**config.mk**
```make
export PLATFORM = sky130hd
export DESIGN_NAME = source_token_lexer
export DESIGN_NICKNAME = d
export VERILOG_FILES = /design/src/rtl/stl_pkg.sv /design/src/rtl/stl_front.sv /design/src/rtl/stl_queue.sv /design/src/rtl/source_token_lexer.sv
export SDC_FILE = /design/constraint.sdc
export NUM_CORES = 2
export LEC_CHECK = 0
export BUFFER_PORTS_ARGS = -buffer_cell sky130_fd_sc_hd__buf_2
export CORE_MARGIN = 2
export CORE_UTILIZATION = 40
export CTS_CLUSTER_DIAMETER = 150
export CTS_CLUSTER_SIZE = 10
export DETAILED_ROUTE_END_ITERATION = 16
export GPL_ROUTABILITY_DRIVEN = 0
export PLACE_DENSITY = 0.67
export SYNTH_ARGS = -nofsm -noshare
export SYNTH_HDL_FRONTEND = slang
export SYNTH_SLANG_ARGS = --single-unit
```
**constraint.sdc**
```tcl
create_clock -name clk_i -period 9.9 [get_ports clk_i]
set_input_delay 0.99 -clock clk_i [delete_from_list [all_inputs] [get_ports clk_i]]
set_output_delay 0.99 -clock clk_i [all_outputs]
set_load 0.02 [all_outputs]
```
**src/rtl/stl_pkg.sv**
```systemverilog
// Shared types, kind codes and classification functions for the source token lexer.
package stl_pkg;

  localparam int unsigned KwMaxLen = 9;
  localparam int unsigned OffBits  = 32;
  localparam int unsigned LenBits  = 16;
  localparam int unsigned KindBits = 7;
  localparam int unsigned KwIdxBits = 4;

  localparam logic [KindBits-1:0] KString  = 7'd0;
  localparam logic [KindBits-1:0] KFloat   = 7'd1;
  localparam logic [KindBits-1:0] KInteger = 7'd2;
  localparam logic [KindBits-1:0] KWords   = 7'd3;
  localparam logic [KindBits-1:0] KIdent   = 7'd26;
  localparam logic [KindBits-1:0] KNewline = 7'd67;
  localparam logic [KindBits-1:0] KUnknown = 7'd68;

  typedef enum logic [2:0] {
    MODE_IDLE, MODE_WORD, MODE_INT, MODE_FRAC, MODE_STR, MODE_CR, MODE_OP
  } mode_e;

  // One token handed from the front to the back.
  typedef struct packed {
    logic [KindBits-1:0] kind;
    logic [OffBits-1:0]  start;
    logic [LenBits-1:0]  length;
    logic                last;
  } token_t;

  typedef logic [7:0] word_buf_t [KwMaxLen];

  function automatic logic is_digit(input logic [7:0] b);
    return (b >= 8'h30) && (b <= 8'h39);
  endfunction

  function automatic logic is_alpha(input logic [7:0] b);
    return ((b >= 8'h61) && (b <= 8'h7a)) || ((b >= 8'h41) && (b <= 8'h5a));
  endfunction

  function automatic logic is_op(input logic [7:0] b);
    case (b)
      "&", "|", "+", "-", "*", "/", "%", "^", "<", ">", "!", "=", ".": return 1'b1;
      default: return 1'b0;
    endcase
  endfunction

  // form: 0 single, 1 with '=', 2 doubled, 3 doubled with '='
  function automatic logic [KindBits-1:0] op_kind(input logic [7:0] c, input logic [1:0] form);
    logic f;
    f = (form != 2'd0);
    case (c)
      "&": return f ? 7'd37 : 7'd38;
      "|": return f ? 7'd39 : 7'd40;
      "+": return f ? 7'd41 : 7'd42;
      "-": return f ? 7'd43 : 7'd44;
      "*": return f ? 7'd45 : 7'd46;
      "/": return f ? 7'd47 : 7'd48;
      "%": return f ? 7'd49 : 7'd50;
      "^": return f ? 7'd51 : 7'd52;
      "<": return (form == 2'd0) ? 7'd56 : (form == 2'd1) ? 7'd53 :
                  (form == 2'd2) ? 7'd59 : 7'd58;
      ">": return (form == 2'd0) ? 7'd60 : (form == 2'd1) ? 7'd57 :
                  (form == 2'd2) ? 7'd55 : 7'd54;
      "!": return f ? 7'd61 : 7'd62;
      "=": return f ? 7'd63 : 7'd64;
      default: return f ? 7'd65 : 7'd66;
    endcase
  endfunction

  function automatic logic [KindBits-1:0] single_kind(input logic [7:0] b);
    case (b)
      "(": return 7'd27;
      ")": return 7'd28;
      "{": return 7'd29;
      "}": return 7'd30;
      "[": return 7'd31;
      "]": return 7'd32;
      ";": return 7'd33;
      ":": return 7'd34;
      "_": return 7'd35;
      " ": return 7'd36;
      8'h0a: return KNewline;
      default: return KUnknown;
    endcase
  endfunction

  function automatic logic [8*KwMaxLen-1:0] kw_text(input int unsigned i);
    case (i)
      0: return 72'("and");        1: return 72'("or");
      2: return 72'("if");         3: return 72'("elif");
      4: return 72'("else");       5: return 72'("break");
      6: return 72'("while");      7: return 72'("loop");
      8: return 72'("for");        9: return 72'("in");
      10: return 72'("component"); 11: return 72'("enum");
      12: return 72'("struct");    13: return 72'("impl");
      14: return 72'("my");        15: return 72'("true");
      16: return 72'("false");     17: return 72'("i32");
      18: return 72'("i64");       19: return 72'("f32");
      20: return 72'("f64");       21: return 72'("str");
      default: return 72'("bool");
    endcase
  endfunction

  function automatic logic [KwIdxBits-1:0] kw_len(input int unsigned i);
    case (i)
      1, 2, 9, 14: return 4'd2;
      0, 8, 17, 18, 19, 20, 21: return 4'd3;
      5, 6, 16: return 4'd5;
      12: return 4'd6;
      10: return 4'd9;
      default: return 4'd4;
    endcase
  endfunction

  // String literals are right-aligned: character j of a word of length n
  // sits at byte n-1-j.
  function automatic logic [KindBits-1:0] word_kind(input word_buf_t wb,
                                                     input logic [LenBits-1:0] len);
    logic [KindBits-1:0] k;
    logic [8*KwMaxLen-1:0] t;
    logic hit;
    int unsigned n;
    k = KIdent;
    for (int unsigned i = 0; i < 23; i++) begin
      t = kw_text(i);
      n = 32'(kw_len(i));
      hit = (len == LenBits'(n));
      for (int unsigned j = 0; j < KwMaxLen; j++) begin
        if (j < n && wb[j] != t[8*(n-1-j) +: 8]) hit = 1'b0;
      end
      if (hit && k == KIdent) k = KWords + KindBits'(i);
    end
    return k;
  endfunction

endpackage

```
**src/rtl/stl_front.sv**
```systemverilog
// Front end: scans bytes, keeps pending-token state, emits up to two tokens per byte.
module stl_front (
  input  logic                      clk_i,
  input  logic                      rst_ni,
  input  logic                      in_valid_i,
  input  logic [7:0]                in_byte_i,
  input  logic                      in_last_i,
  output logic                      out_valid_o,
  output logic [1:0]                out_count_o,
  output stl_pkg::token_t           out_tok0_o,
  output stl_pkg::token_t           out_tok1_o
);

  stl_pkg::mode_e                   mode_q, mode_d;
  stl_pkg::word_buf_t               wbuf_q, wbuf_d;
  logic [stl_pkg::LenBits-1:0]      plen_q, plen_d;
  logic [stl_pkg::OffBits-1:0]      pstart_q, pstart_d;
  logic [stl_pkg::OffBits-1:0]      off_q, off_d;
  logic [7:0]                       pop_q, pop_d;
  logic                             deep_q, deep_d;

  logic [1:0]                       cnt;
  stl_pkg::token_t                  t0, t1;
  logic                             consumed;
  logic [stl_pkg::LenBits-1:0]      len_inc;
  logic [7:0]                       b;

  assign b = in_byte_i;
  assign len_inc = (plen_q == '1) ? plen_q : plen_q + 1'b1;

  always_comb begin
    stl_pkg::token_t tk;
    mode_d = mode_q; wbuf_d = wbuf_q; plen_d = plen_q; pstart_d = pstart_q;
    off_d = off_q; pop_d = pop_q; deep_d = deep_q;
    cnt = 2'd0; t0 = '0; t1 = '0; consumed = 1'b0; tk = '0;
    tk.start = pstart_q;
    // Offer the byte to the pending token.
    unique case (mode_q)
      stl_pkg::MODE_WORD: begin
        if (stl_pkg::is_alpha(b) || stl_pkg::is_digit(b)) begin
          for (int unsigned j = 0; j < stl_pkg::KwMaxLen; j++)
            if (plen_q == stl_pkg::LenBits'(j)) wbuf_d[j] = b;
          plen_d = len_inc; consumed = 1'b1;
        end else begin
          tk.kind = stl_pkg::word_kind(wbuf_q, plen_q); tk.length = plen_q;
          t0 = tk; cnt = 2'd1; mode_d = stl_pkg::MODE_IDLE;
        end
      end
      stl_pkg::MODE_INT, stl_pkg::MODE_FRAC: begin
        if (stl_pkg::is_digit(b)) begin
          plen_d = len_inc; consumed = 1'b1;
        end else if (b == "." && mode_q == stl_pkg::MODE_INT) begin
          plen_d = len_inc; consumed = 1'b1; mode_d = stl_pkg::MODE_FRAC;
        end else begin
          tk.kind = (mode_q == stl_pkg::MODE_INT) ? stl_pkg::KInteger : stl_pkg::KFloat;
          tk.length = plen_q; t0 = tk; cnt = 2'd1; mode_d = stl_pkg::MODE_IDLE;
        end
      end
      stl_pkg::MODE_STR: begin
        plen_d = len_inc; consumed = 1'b1;
        if (b == 8'h22) begin
          tk.kind = stl_pkg::KString; tk.length = len_inc;
          t0 = tk; cnt = 2'd1; mode_d = stl_pkg::MODE_IDLE;
        end
      end
      stl_pkg::MODE_CR: begin
        tk.kind = stl_pkg::KNewline;
        tk.length = (b == 8'h0a) ? stl_pkg::LenBits'(2) : stl_pkg::LenBits'(1);
        consumed = (b == 8'h0a);
        t0 = tk; cnt = 2'd1; mode_d = stl_pkg::MODE_IDLE;
      end
      stl_pkg::MODE_OP: begin
        if (deep_q) begin
          consumed = (b == "=");
          tk.kind = stl_pkg::op_kind(pop_q, consumed ? 2'd3 : 2'd2);
          tk.length = consumed ? stl_pkg::LenBits'(3) : stl_pkg::LenBits'(2);
          t0 = tk; cnt = 2'd1; mode_d = stl_pkg::MODE_IDLE;
        end else if (pop_q == "." && b == ".") begin
          tk.kind = stl_pkg::op_kind(pop_q, 2'd2); tk.length = stl_pkg::LenBits'(2);
          consumed = 1'b1; t0 = tk; cnt = 2'd1; mode_d = stl_pkg::MODE_IDLE;
        end else if (pop_q != "." && b == "=") begin
          tk.kind = stl_pkg::op_kind(pop_q, 2'd1); tk.length = stl_pkg::LenBits'(2);
          consumed = 1'b1; t0 = tk; cnt = 2'd1; mode_d = stl_pkg::MODE_IDLE;
        end else if ((pop_q == "<" || pop_q == ">") && b == pop_q) begin
          deep_d = 1'b1; consumed = 1'b1;
        end else begin
          tk.kind = stl_pkg::op_kind(pop_q, 2'd0); tk.length = stl_pkg::LenBits'(1);
          t0 = tk; cnt = 2'd1; mode_d = stl_pkg::MODE_IDLE;
        end
      end
      default: mode_d = stl_pkg::MODE_IDLE;
    endcase

    // Start a new token with an unconsumed byte.
    if (!consumed) begin
      tk = '0; tk.start = off_q; tk.length = stl_pkg::LenBits'(1);
      pstart_d = off_q; plen_d = stl_pkg::LenBits'(1);
      if (stl_pkg::is_op(b)) begin
        mode_d = stl_pkg::MODE_OP; pop_d = b; deep_d = 1'b0;
      end else if (b == 8'h0d) begin
        mode_d = stl_pkg::MODE_CR;
      end else if (b == 8'h22) begin
        mode_d = stl_pkg::MODE_STR;
      end else if (stl_pkg::is_digit(b)) begin
        mode_d = stl_pkg::MODE_INT;
      end else if (stl_pkg::is_alpha(b)) begin
        mode_d = stl_pkg::MODE_WORD; wbuf_d[0] = b;
      end else begin
        tk.kind = stl_pkg::single_kind(b);
        if (cnt == 2'd0) t0 = tk; else t1 = tk;
        cnt = cnt + 2'd1;
      end
    end

    if (in_last_i) begin
      // Flush whatever is pending; at most one token is left here.
      tk = '0; tk.start = pstart_d; tk.length = plen_d;
      case (mode_d)
        stl_pkg::MODE_WORD: tk.kind = stl_pkg::word_kind(wbuf_d, plen_d);
        stl_pkg::MODE_INT:  tk.kind = stl_pkg::KInteger;
        stl_pkg::MODE_FRAC: tk.kind = stl_pkg::KFloat;
        stl_pkg::MODE_STR:  tk.kind = stl_pkg::KString;
        stl_pkg::MODE_CR: begin
          tk.kind = stl_pkg::KNewline; tk.length = stl_pkg::LenBits'(1);
        end
        stl_pkg::MODE_OP: begin
          tk.kind = stl_pkg::op_kind(pop_d, deep_d ? 2'd2 : 2'd0);
          tk.length = deep_d ? stl_pkg::LenBits'(2) : stl_pkg::LenBits'(1);
        end
        default: tk.kind = stl_pkg::KUnknown;
      endcase
      if (mode_d != stl_pkg::MODE_IDLE) begin
        if (cnt == 2'd0) t0 = tk; else t1 = tk;
        cnt = cnt + 2'd1;
      end
      if (cnt == 2'd1) t0.last = 1'b1;
      if (cnt == 2'd2) t1.last = 1'b1;
      mode_d = stl_pkg::MODE_IDLE; plen_d = '0; pstart_d = '0; off_d = '0;
      pop_d = '0; deep_d = 1'b0;
      for (int unsigned j = 0; j < stl_pkg::KwMaxLen; j++) wbuf_d[j] = '0;
    end else begin
      off_d = off_q + 1'b1;
    end
  end

  always_ff @(posedge clk_i or negedge rst_ni) begin
    if (!rst_ni) begin
      mode_q <= stl_pkg::MODE_IDLE;
      plen_q <= '0; pstart_q <= '0; off_q <= '0; pop_q <= '0; deep_q <= 1'b0;
      for (int unsigned j = 0; j < stl_pkg::KwMaxLen; j++) wbuf_q[j] <= '0;
    end else if (in_valid_i) begin
      mode_q <= mode_d; plen_q <= plen_d; pstart_q <= pstart_d; off_q <= off_d;
      pop_q <= pop_d; deep_q <= deep_d; wbuf_q <= wbuf_d;
    end
  end

  assign out_valid_o = in_valid_i && (cnt != 2'd0);
  assign out_count_o = cnt;
  assign out_tok0_o  = t0;
  assign out_tok1_o  = t1;

  assert property (@(posedge clk_i) disable iff (!rst_ni)
    (in_valid_i && in_last_i) |=> (mode_q == stl_pkg::MODE_IDLE && off_q == '0))
    else $error("state not cleared after end of text");
  assert property (@(posedge clk_i) disable iff (!rst_ni)
    (mode_q == stl_pkg::MODE_OP && deep_q) |-> (pop_q == "<" || pop_q == ">"))
    else $error("doubled operator other than a shift");
  assert property (@(posedge clk_i) disable iff (!rst_ni)
    (in_valid_i && cnt == 2'd2) |-> !t0.last)
    else $error("last flag on first of two tokens");

endmodule

```
**src/rtl/stl_queue.sv**
```systemverilog
// Token queue between front and back; each entry write takes up to two tokens.
module stl_queue (
  input  logic            clk_i,
  input  logic            rst_ni,
  input  logic            wr_valid_i,
  input  logic [1:0]      wr_count_i,
  input  stl_pkg::token_t wr_tok0_i,
  input  stl_pkg::token_t wr_tok1_i,
  output logic            wr_room_o,
  output logic            rd_valid_o,
  output stl_pkg::token_t rd_tok_o,
  input  logic            rd_ready_i
);

  localparam int unsigned Depth = 8;
  stl_pkg::token_t mem_q [Depth];
  logic [2:0] wptr_q, rptr_q;
  logic [3:0] cnt_q;
  logic rd;
  logic [3:0] cnt_d;

  assign rd = rd_valid_o && rd_ready_i;
  assign rd_valid_o = (cnt_q != 4'd0);
  assign rd_tok_o = mem_q[rptr_q];
  assign wr_room_o = (cnt_q <= 4'(Depth - 2));
  assign cnt_d = cnt_q + (wr_valid_i ? {2'b00, wr_count_i} : 4'd0) - {3'b000, rd};

  always_ff @(posedge clk_i) begin
    if (wr_valid_i) begin
      mem_q[wptr_q] <= wr_tok0_i;
      if (wr_count_i == 2'd2) mem_q[wptr_q + 3'd1] <= wr_tok1_i;
    end
  end

  always_ff @(posedge clk_i or negedge rst_ni) begin
    if (!rst_ni) begin
      wptr_q <= '0; rptr_q <= '0; cnt_q <= '0;
    end else begin
      if (wr_valid_i) wptr_q <= wptr_q + wr_count_i[1:0] + 3'd0;
      if (rd) rptr_q <= rptr_q + 3'd1;
      cnt_q <= cnt_d;
    end
  end

  assert property (@(posedge clk_i) disable iff (!rst_ni) cnt_q <= 4'(Depth))
    else $error("queue overflow");
  assert property (@(posedge clk_i) disable iff (!rst_ni)
    wr_valid_i |-> (wr_count_i != 2'd0 && wr_count_i != 2'd3))
    else $error("bad write count");
  assert property (@(posedge clk_i) disable iff (!rst_ni)
    (cnt_q == 4'd0) |-> !rd)
    else $error("read from empty queue");

endmodule

```
**src/rtl/source_token_lexer.sv**
```systemverilog
// Top level of the source token lexer: byte front end, token queue, output port.
// The front end classifies each byte combinationally; completed tokens are registered in the queue and read from it.
// Throughput: one byte per cycle while the queue has room; two tokens from one byte are read out one at a time.
// The 8-entry token queue holds back input when fewer than two slots are free.
// Reset (rst_ni low, asynchronous) idles the lexer, zeroes the offset, empties the queue.
module source_token_lexer (
  input  logic        clk_i,
  input  logic        rst_ni,
  input  logic        s_axis_tvalid,
  output logic        s_axis_tready,
  input  logic [7:0]  s_axis_tdata,   // [7:0] text_byte
  input  logic        s_axis_tlast,   // end_of_text
  output logic        m_axis_tvalid,
  input  logic        m_axis_tready,
  output logic [55:0] m_axis_tdata,   // [6:0] token_kind, [38:7] token_start,
                                      // [54:39] token_length, [55] pad
  output logic        m_axis_tlast    // last_token
);

  logic            fr_valid;
  logic [1:0]      fr_count;
  stl_pkg::token_t fr_tok0, fr_tok1, q_tok;
  logic            room;

  assign s_axis_tready = room;

  stl_front u_front (
    .clk_i       (clk_i),
    .rst_ni      (rst_ni),
    .in_valid_i  (s_axis_tvalid && room),
    .in_byte_i   (s_axis_tdata),
    .in_last_i   (s_axis_tlast),
    .out_valid_o (fr_valid),
    .out_count_o (fr_count),
    .out_tok0_o  (fr_tok0),
    .out_tok1_o  (fr_tok1)
  );

  stl_queue u_queue (
    .clk_i      (clk_i),
    .rst_ni     (rst_ni),
    .wr_valid_i (fr_valid),
    .wr_count_i (fr_count),
    .wr_tok0_i  (fr_tok0),
    .wr_tok1_i  (fr_tok1),
    .wr_room_o  (room),
    .rd_valid_o (m_axis_tvalid),
    .rd_tok_o   (q_tok),
    .rd_ready_i (m_axis_tready)
  );

  assign m_axis_tdata = {1'b0, q_tok.length, q_tok.start, q_tok.kind};
  assign m_axis_tlast = q_tok.last;

endmodule
```
==> Yosys cells after proc, flatten, opt, wreduce, memory -nomap -nowiden <==
Memories as Yosys holds them, arrays and structs flattened.
Cells that the tools add are included.
{ "word_totals": {"in_bits": 13, "n_memories": 1, "word_cells": 2622, "romBits": 0, "latchBits": 0, "mem_bits_rw": 448, "ff_bits": 174, "out_inout_bits": 59} }
{ "op_classes": {"n_reduce_logical": 483, "shifts": 414, "magnitude_cmp": 115, "n_div": 0, "n_eq_ne": 551, "mux": 923, "add_sub_neg": 117, "mul": 0, "n_bitwise": 0} }
{ "mem_list": {"columns": ["memory", "depth", "width", "read_ports", "rd_clocked_by_memory_dff", "wr", "line", "rtl"], "rows": [
  ["u_queue.mem_q", 8, 56, 1, 0, 2, "stl_queue.sv:16", "stl_pkg::token_t mem_q [Depth];"]
]} }
{ "ops": {"columns": ["operator", "count"], "rows": [
  ["$shiftx 72x33->8", 414],
  ["$mux 72", 95],
  ["$ne 8x8->1", 414],
  ["$mux 56", 27],
  ["$sub 29x3->29 const B", 37],
  ["$mux 7", 142],
  ["$mux 1", 539],
  ["$sub 29x2->29 const B", 18],
  ["$logic_and 1x1->1", 468],
  ["$pmux 7 s12", 5],
  ["$eq 7x5->1 const B", 44],
  ["$eq 8x6->1 const B", 38],
  ["$pmux 56 s5", 1],
  ["$sub 29x1->29 const B", 9],
  ["$sub 29x4->29 const B", 9],
  ["$eq 16x4->1", 12],
  ["$lt 3x4->1 const A", 48],
  ["$mux 8", 18],
  ["$mux 4", 26],
  ["$lt 1x4->1 const A", 24],
  ["$lt 2x4->1 const A", 24],
  ["$mux 16", 6],
  ["$mux 32", 3],
  ["$eq 8x7->1 const B", 11],
  ["other kinds (50)", 171]
]} }

==> Longest topological paths before layout <==
{ "depth": {"depth_word": 148, "ltp_mapped": 21, "mapped_depth_nobuf": 18} }

==> Cells and area by module <==
Synthesis repeated with hierarchy kept, for this count alone.
{ "hier_totals": {"cells_unflattened": 3291, "area_unflattened_um2": 38629.5} }
{ "modules_own_cells": {"columns": ["module", "area_per_inst_um2", "cells_per_inst", "n_inst", "seq_area_each_um2"], "rows": [
  ["stl_queue", 23038.3, 1227, 1, 13703.1],
  ["stl_front", 15573.7, 2061, 1, 4103.9],
  ["source_token_lexer", 17.5, 3, 1, 0.0]
]} }

==> Worst setup path before layout <==
Ideal clock, no wire load.
{ "synth_path": {"path_kind": "in2reg", "startpoint": "input s_axis_tdata[4]", "endpoint": "memory u_queue.mem_q[1][0] (netlist name), enable pin", "required_ns": 9.346, "n_path_buf": 2, "t_arrival_ns": 8.242, "setup_time_ns": 0.554, "stages": 16, "path_slack_ns": 1.105, "cell_sequence": "buf_6 -> buf_2 -> or4b_1 -> nor3_1 -> nand2_1 -> nand2b_1 -> a21o_1 -> nand4_1 -> ha_1 -> mux2i_4 -> ha_1 -> nand3_1 -> o21ai_0 -> o21a_1 -> nand2_1 -> o31ai_1"} }
{ "synth_lines": {"columns": ["item", "line", "rtl"], "rows": [
  ["start: declaration", "source_token_lexer.sv:11", "input logic [7:0] s_axis_tdata,"],
  ["end: declaration", "stl_queue.sv:16", null]
]} }

==> out/qor.yml <==
outcome: "finished, final reports clean"
cp.arrival_ns: 7.18
ff_latch_area_um2: 17800
yosys.area.top_type: "edfxtp_1"
crit_required_ns: 10.14
first_iter_violations: 4273
initial_utilization: 0.405
async_reset_ff_frac: 0.280
htree_num_levels: 3
track_usage: 0.239
powerDensity_nw_per_um2: 251
viasPerCell: 6.36
synth-main-ff-cell: "edfxtp_1"
port_buffers: 70
synthTopCellsByCount: "nor2_1, edfxtp_1, a21oi_1, nand2_1, o21ai_0"
hp-class: "in2async"
synth_top_area_frac: 0.362
core_area_um2: 91800
grt_pass1_vias: 29206
fmax_mhz: 144
setup_tns_ns: 0
io_pins: 72
finalHoldViolCount: 0
cap_viol_max_count: 0
rsz0062_at_grt: "false"
report.final.slew_viol_count: 0
startpoint_type: "primary input"
wl_per_cell_um: 23.9
cts_setup_buffers: 0
p_leak_nw: 14.1
clk_latency_ns: 0.62
synthesis.area_um2: 37200
yosys_warnings: 0
area_growth_syn_to_layout_pct: 8.85
rows: 111
dp_hpwl_um: 75300
syn_area_per_cell_um2: 10.1
irDropWorstVdd_v: 0.000187
synth-seq-cells: 622
yosysMostFrequentCell: "nor2_1"
clock-root-buffer: "clkbuf_16"
ctsHoldBuffers: 0
fill_cells: 8564
timing.rr.start: "u_front.mode_q[2]$_DFFE_PN0P_"
dr.pass1.iters: 8
drive_above_1_share: 0.130
cts.clk_slew.worst_paths_ns: 0.06
final_util: 0.441
rrSetupSlack_ns: 3.06
cts_tree: "done"
whs_ns: 0.359
period_share: 0.701
tightest_slew_ns: 1.26
syn_nets: 3725
synth_cells: 3693
finalWirelength_um: 117000
dr_total_vias: 31077
crit_path_start: "s_axis_tdata[3]"
yosys-top-cells-area: "edfxtp_1, dfrtp_1, mux4_2"
endpoint: "u_queue.mem_q[2][8]$_DFFE_PP_"
grt_overflow: 0
clkSinkCount: 622
synth-edff-count: 448
crit_type: "in2reg"
die_h_um: 309
drc: 0
skew_ns: 0.0292
final_nets: 3628
antenna_left: 0
die-area_um2: 95300
clk_path_buf_depth: 3
reg2reg_depth: 14
relSlewSlack: 0.149
grt_pass1_wl_um: 178000
grt_max_degree: 88
fin_crit_ns: 6.94
ys_seq_area_frac: 0.479
critPathMaxFanout: 44
multi_input_area_um2: 18000
cts_buffers: 72
end_kind: "register"
setup_viol_count_final: 0
reg2reg_to: "u_queue.mem_q[2][8]$_DFFE_PP_"
synth_cell_type_count: 118
chipWidth_um: 309
antenna_found_initial: 0
ctsResizeCount: 0
## worst min-delay path by stage
stage | end | slack [ns] | cells after the start
floorplan | u_front.wbuf_q[31]$_DFFE_PN0P_ | 0.44 | 1
global placement | u_front.wbuf_q[31]$_DFFE_PN0P_ | 0.47 | 1
detailed placement | u_front.wbuf_q[7]$_DFFE_PN0P_ | 0.48 | 1
CTS | u_front.wbuf_q[32]$_DFFE_PN0P_ | 0.35 | 1
global route | u_front.wbuf_q[2]$_DFFE_PN0P_ | 0.39 | 1
finish | u_front.wbuf_q[33]$_DFFE_PN0P_ | 0.36 | 1
## logic make-up after synthesis
| family | share of synthesized area |
|---|---|
| AO/OA/AOI/OAI | 0.174 |
| XOR/XNOR | 0.00849 |
| adder cells (fa/ha/maj) | 0.00680 |
| buffers and inverters | 0.0393 |
| flip-flops | 0.479 |
| multiplexers | 0.101 |
| other | 0.000101 |
| AND/OR/NAND/NOR | 0.190 |
## state kept, by name, summed over array words and instances, names as in the netlist
name / flops
u_front.deep_q: 1
u_front.mode_q: 3
u_front.off_q: 32
u_front.plen_q: 16
u_front.pop_q: 8
u_front.pstart_q: 32
u_front.wbuf_q: 72
u_queue.cnt_q: 4
u_queue.mem_q: 448
u_queue.rptr_q: 3
u_queue.wptr_q: 3
## critical path, stage by stage
cell and delay [ns]:
buf_2 0.29, or2_2 0.45, o221a_4 0.29, a211o_1 0.56, nor2_1 0.44, nand2_4 0.44, nor3_2 0.45, nand2_1 0.17
ha_1 0.35, nand3_1 0.11, o22a_1 0.55, nor3b_4 0.37, nand3_1 0.45, o21ai_4 0.60, buf_4 0.60
## final cells by class
class / instances / share of cell area
well taps: 1243 / 0.0385
flip-flops and latches: 622 / 0.441
multi-input cells: 2741 / 0.446
repair buffers: 126 / 0.0203
diodes: 2 / 0.000124
clock buffers: 112 / 0.0490
inverters: 33 / 0.00306
clock inverters: 5 / 0.00226
## where the power goes
group          internal, W  switching, W
Combinational      0.00149       0.00247
Clock              0.00138       0.00109
Sequential         0.00327      0.000462
## routing by layer
metal  vias to the layer above  track usage  share of wire
met2                      1930        0.364           0.44
met3                       385       0.0533           0.11
met4                         0       0.0933          0.042
met5                         -            0              0
met1                     15014        0.333           0.41
li1                      13748            -              -
## through the flow
step | setup slack, ns | instances | power [W] | area [um^2]
after floorplan | 1.10 | 3693 | 0.00642 | 37200
final | 2.96 | 4884 | 0.0102 | 40400
after CTS | 3.12 | 4882 | 0.0102 | 40400
after global routing | 2.67 | 4882 | 0.0106 | 40400
after detailed placement | 2.49 | 4765 | 0.00768 | 38400
after global placement | 2.61 | 4765 | 0.00762 | 38400
## layout by cell type, fill, tap and decap left out, types with 11 or more instances in the layout
cell type and count:
or3_1 29, buf_2 68, o221ai_1 13, a31oi_1 22, inv_1 32, clkbuf_16 73
nor3b_1 13, xor2_1 21, o22ai_1 14, nor4_1 30, nor3_1 67, nor2_1 543
a21o_1 11, a21oi_1 382, mux4_2 112, o21a_1 11, nor2b_1 39, nand2_1 319
xnor2_1 15, and2_1 25, or4_1 21, o31ai_1 12, and3_1 45, nand4_1 55
a22o_1 37, mux2i_1 42, edfxtp_1 448, nand3_1 94, nor4b_1 12, o21ai_0 228
o21ai_1 13, ha_1 17, a22oi_1 122, and4_1 11, o211ai_1 21, nand2b_1 25
dfrtp_1 171, mux2_2 69, clkbuf_1 38, buf_4 54
Note: power is estimated with default switching activity, not from simulation.
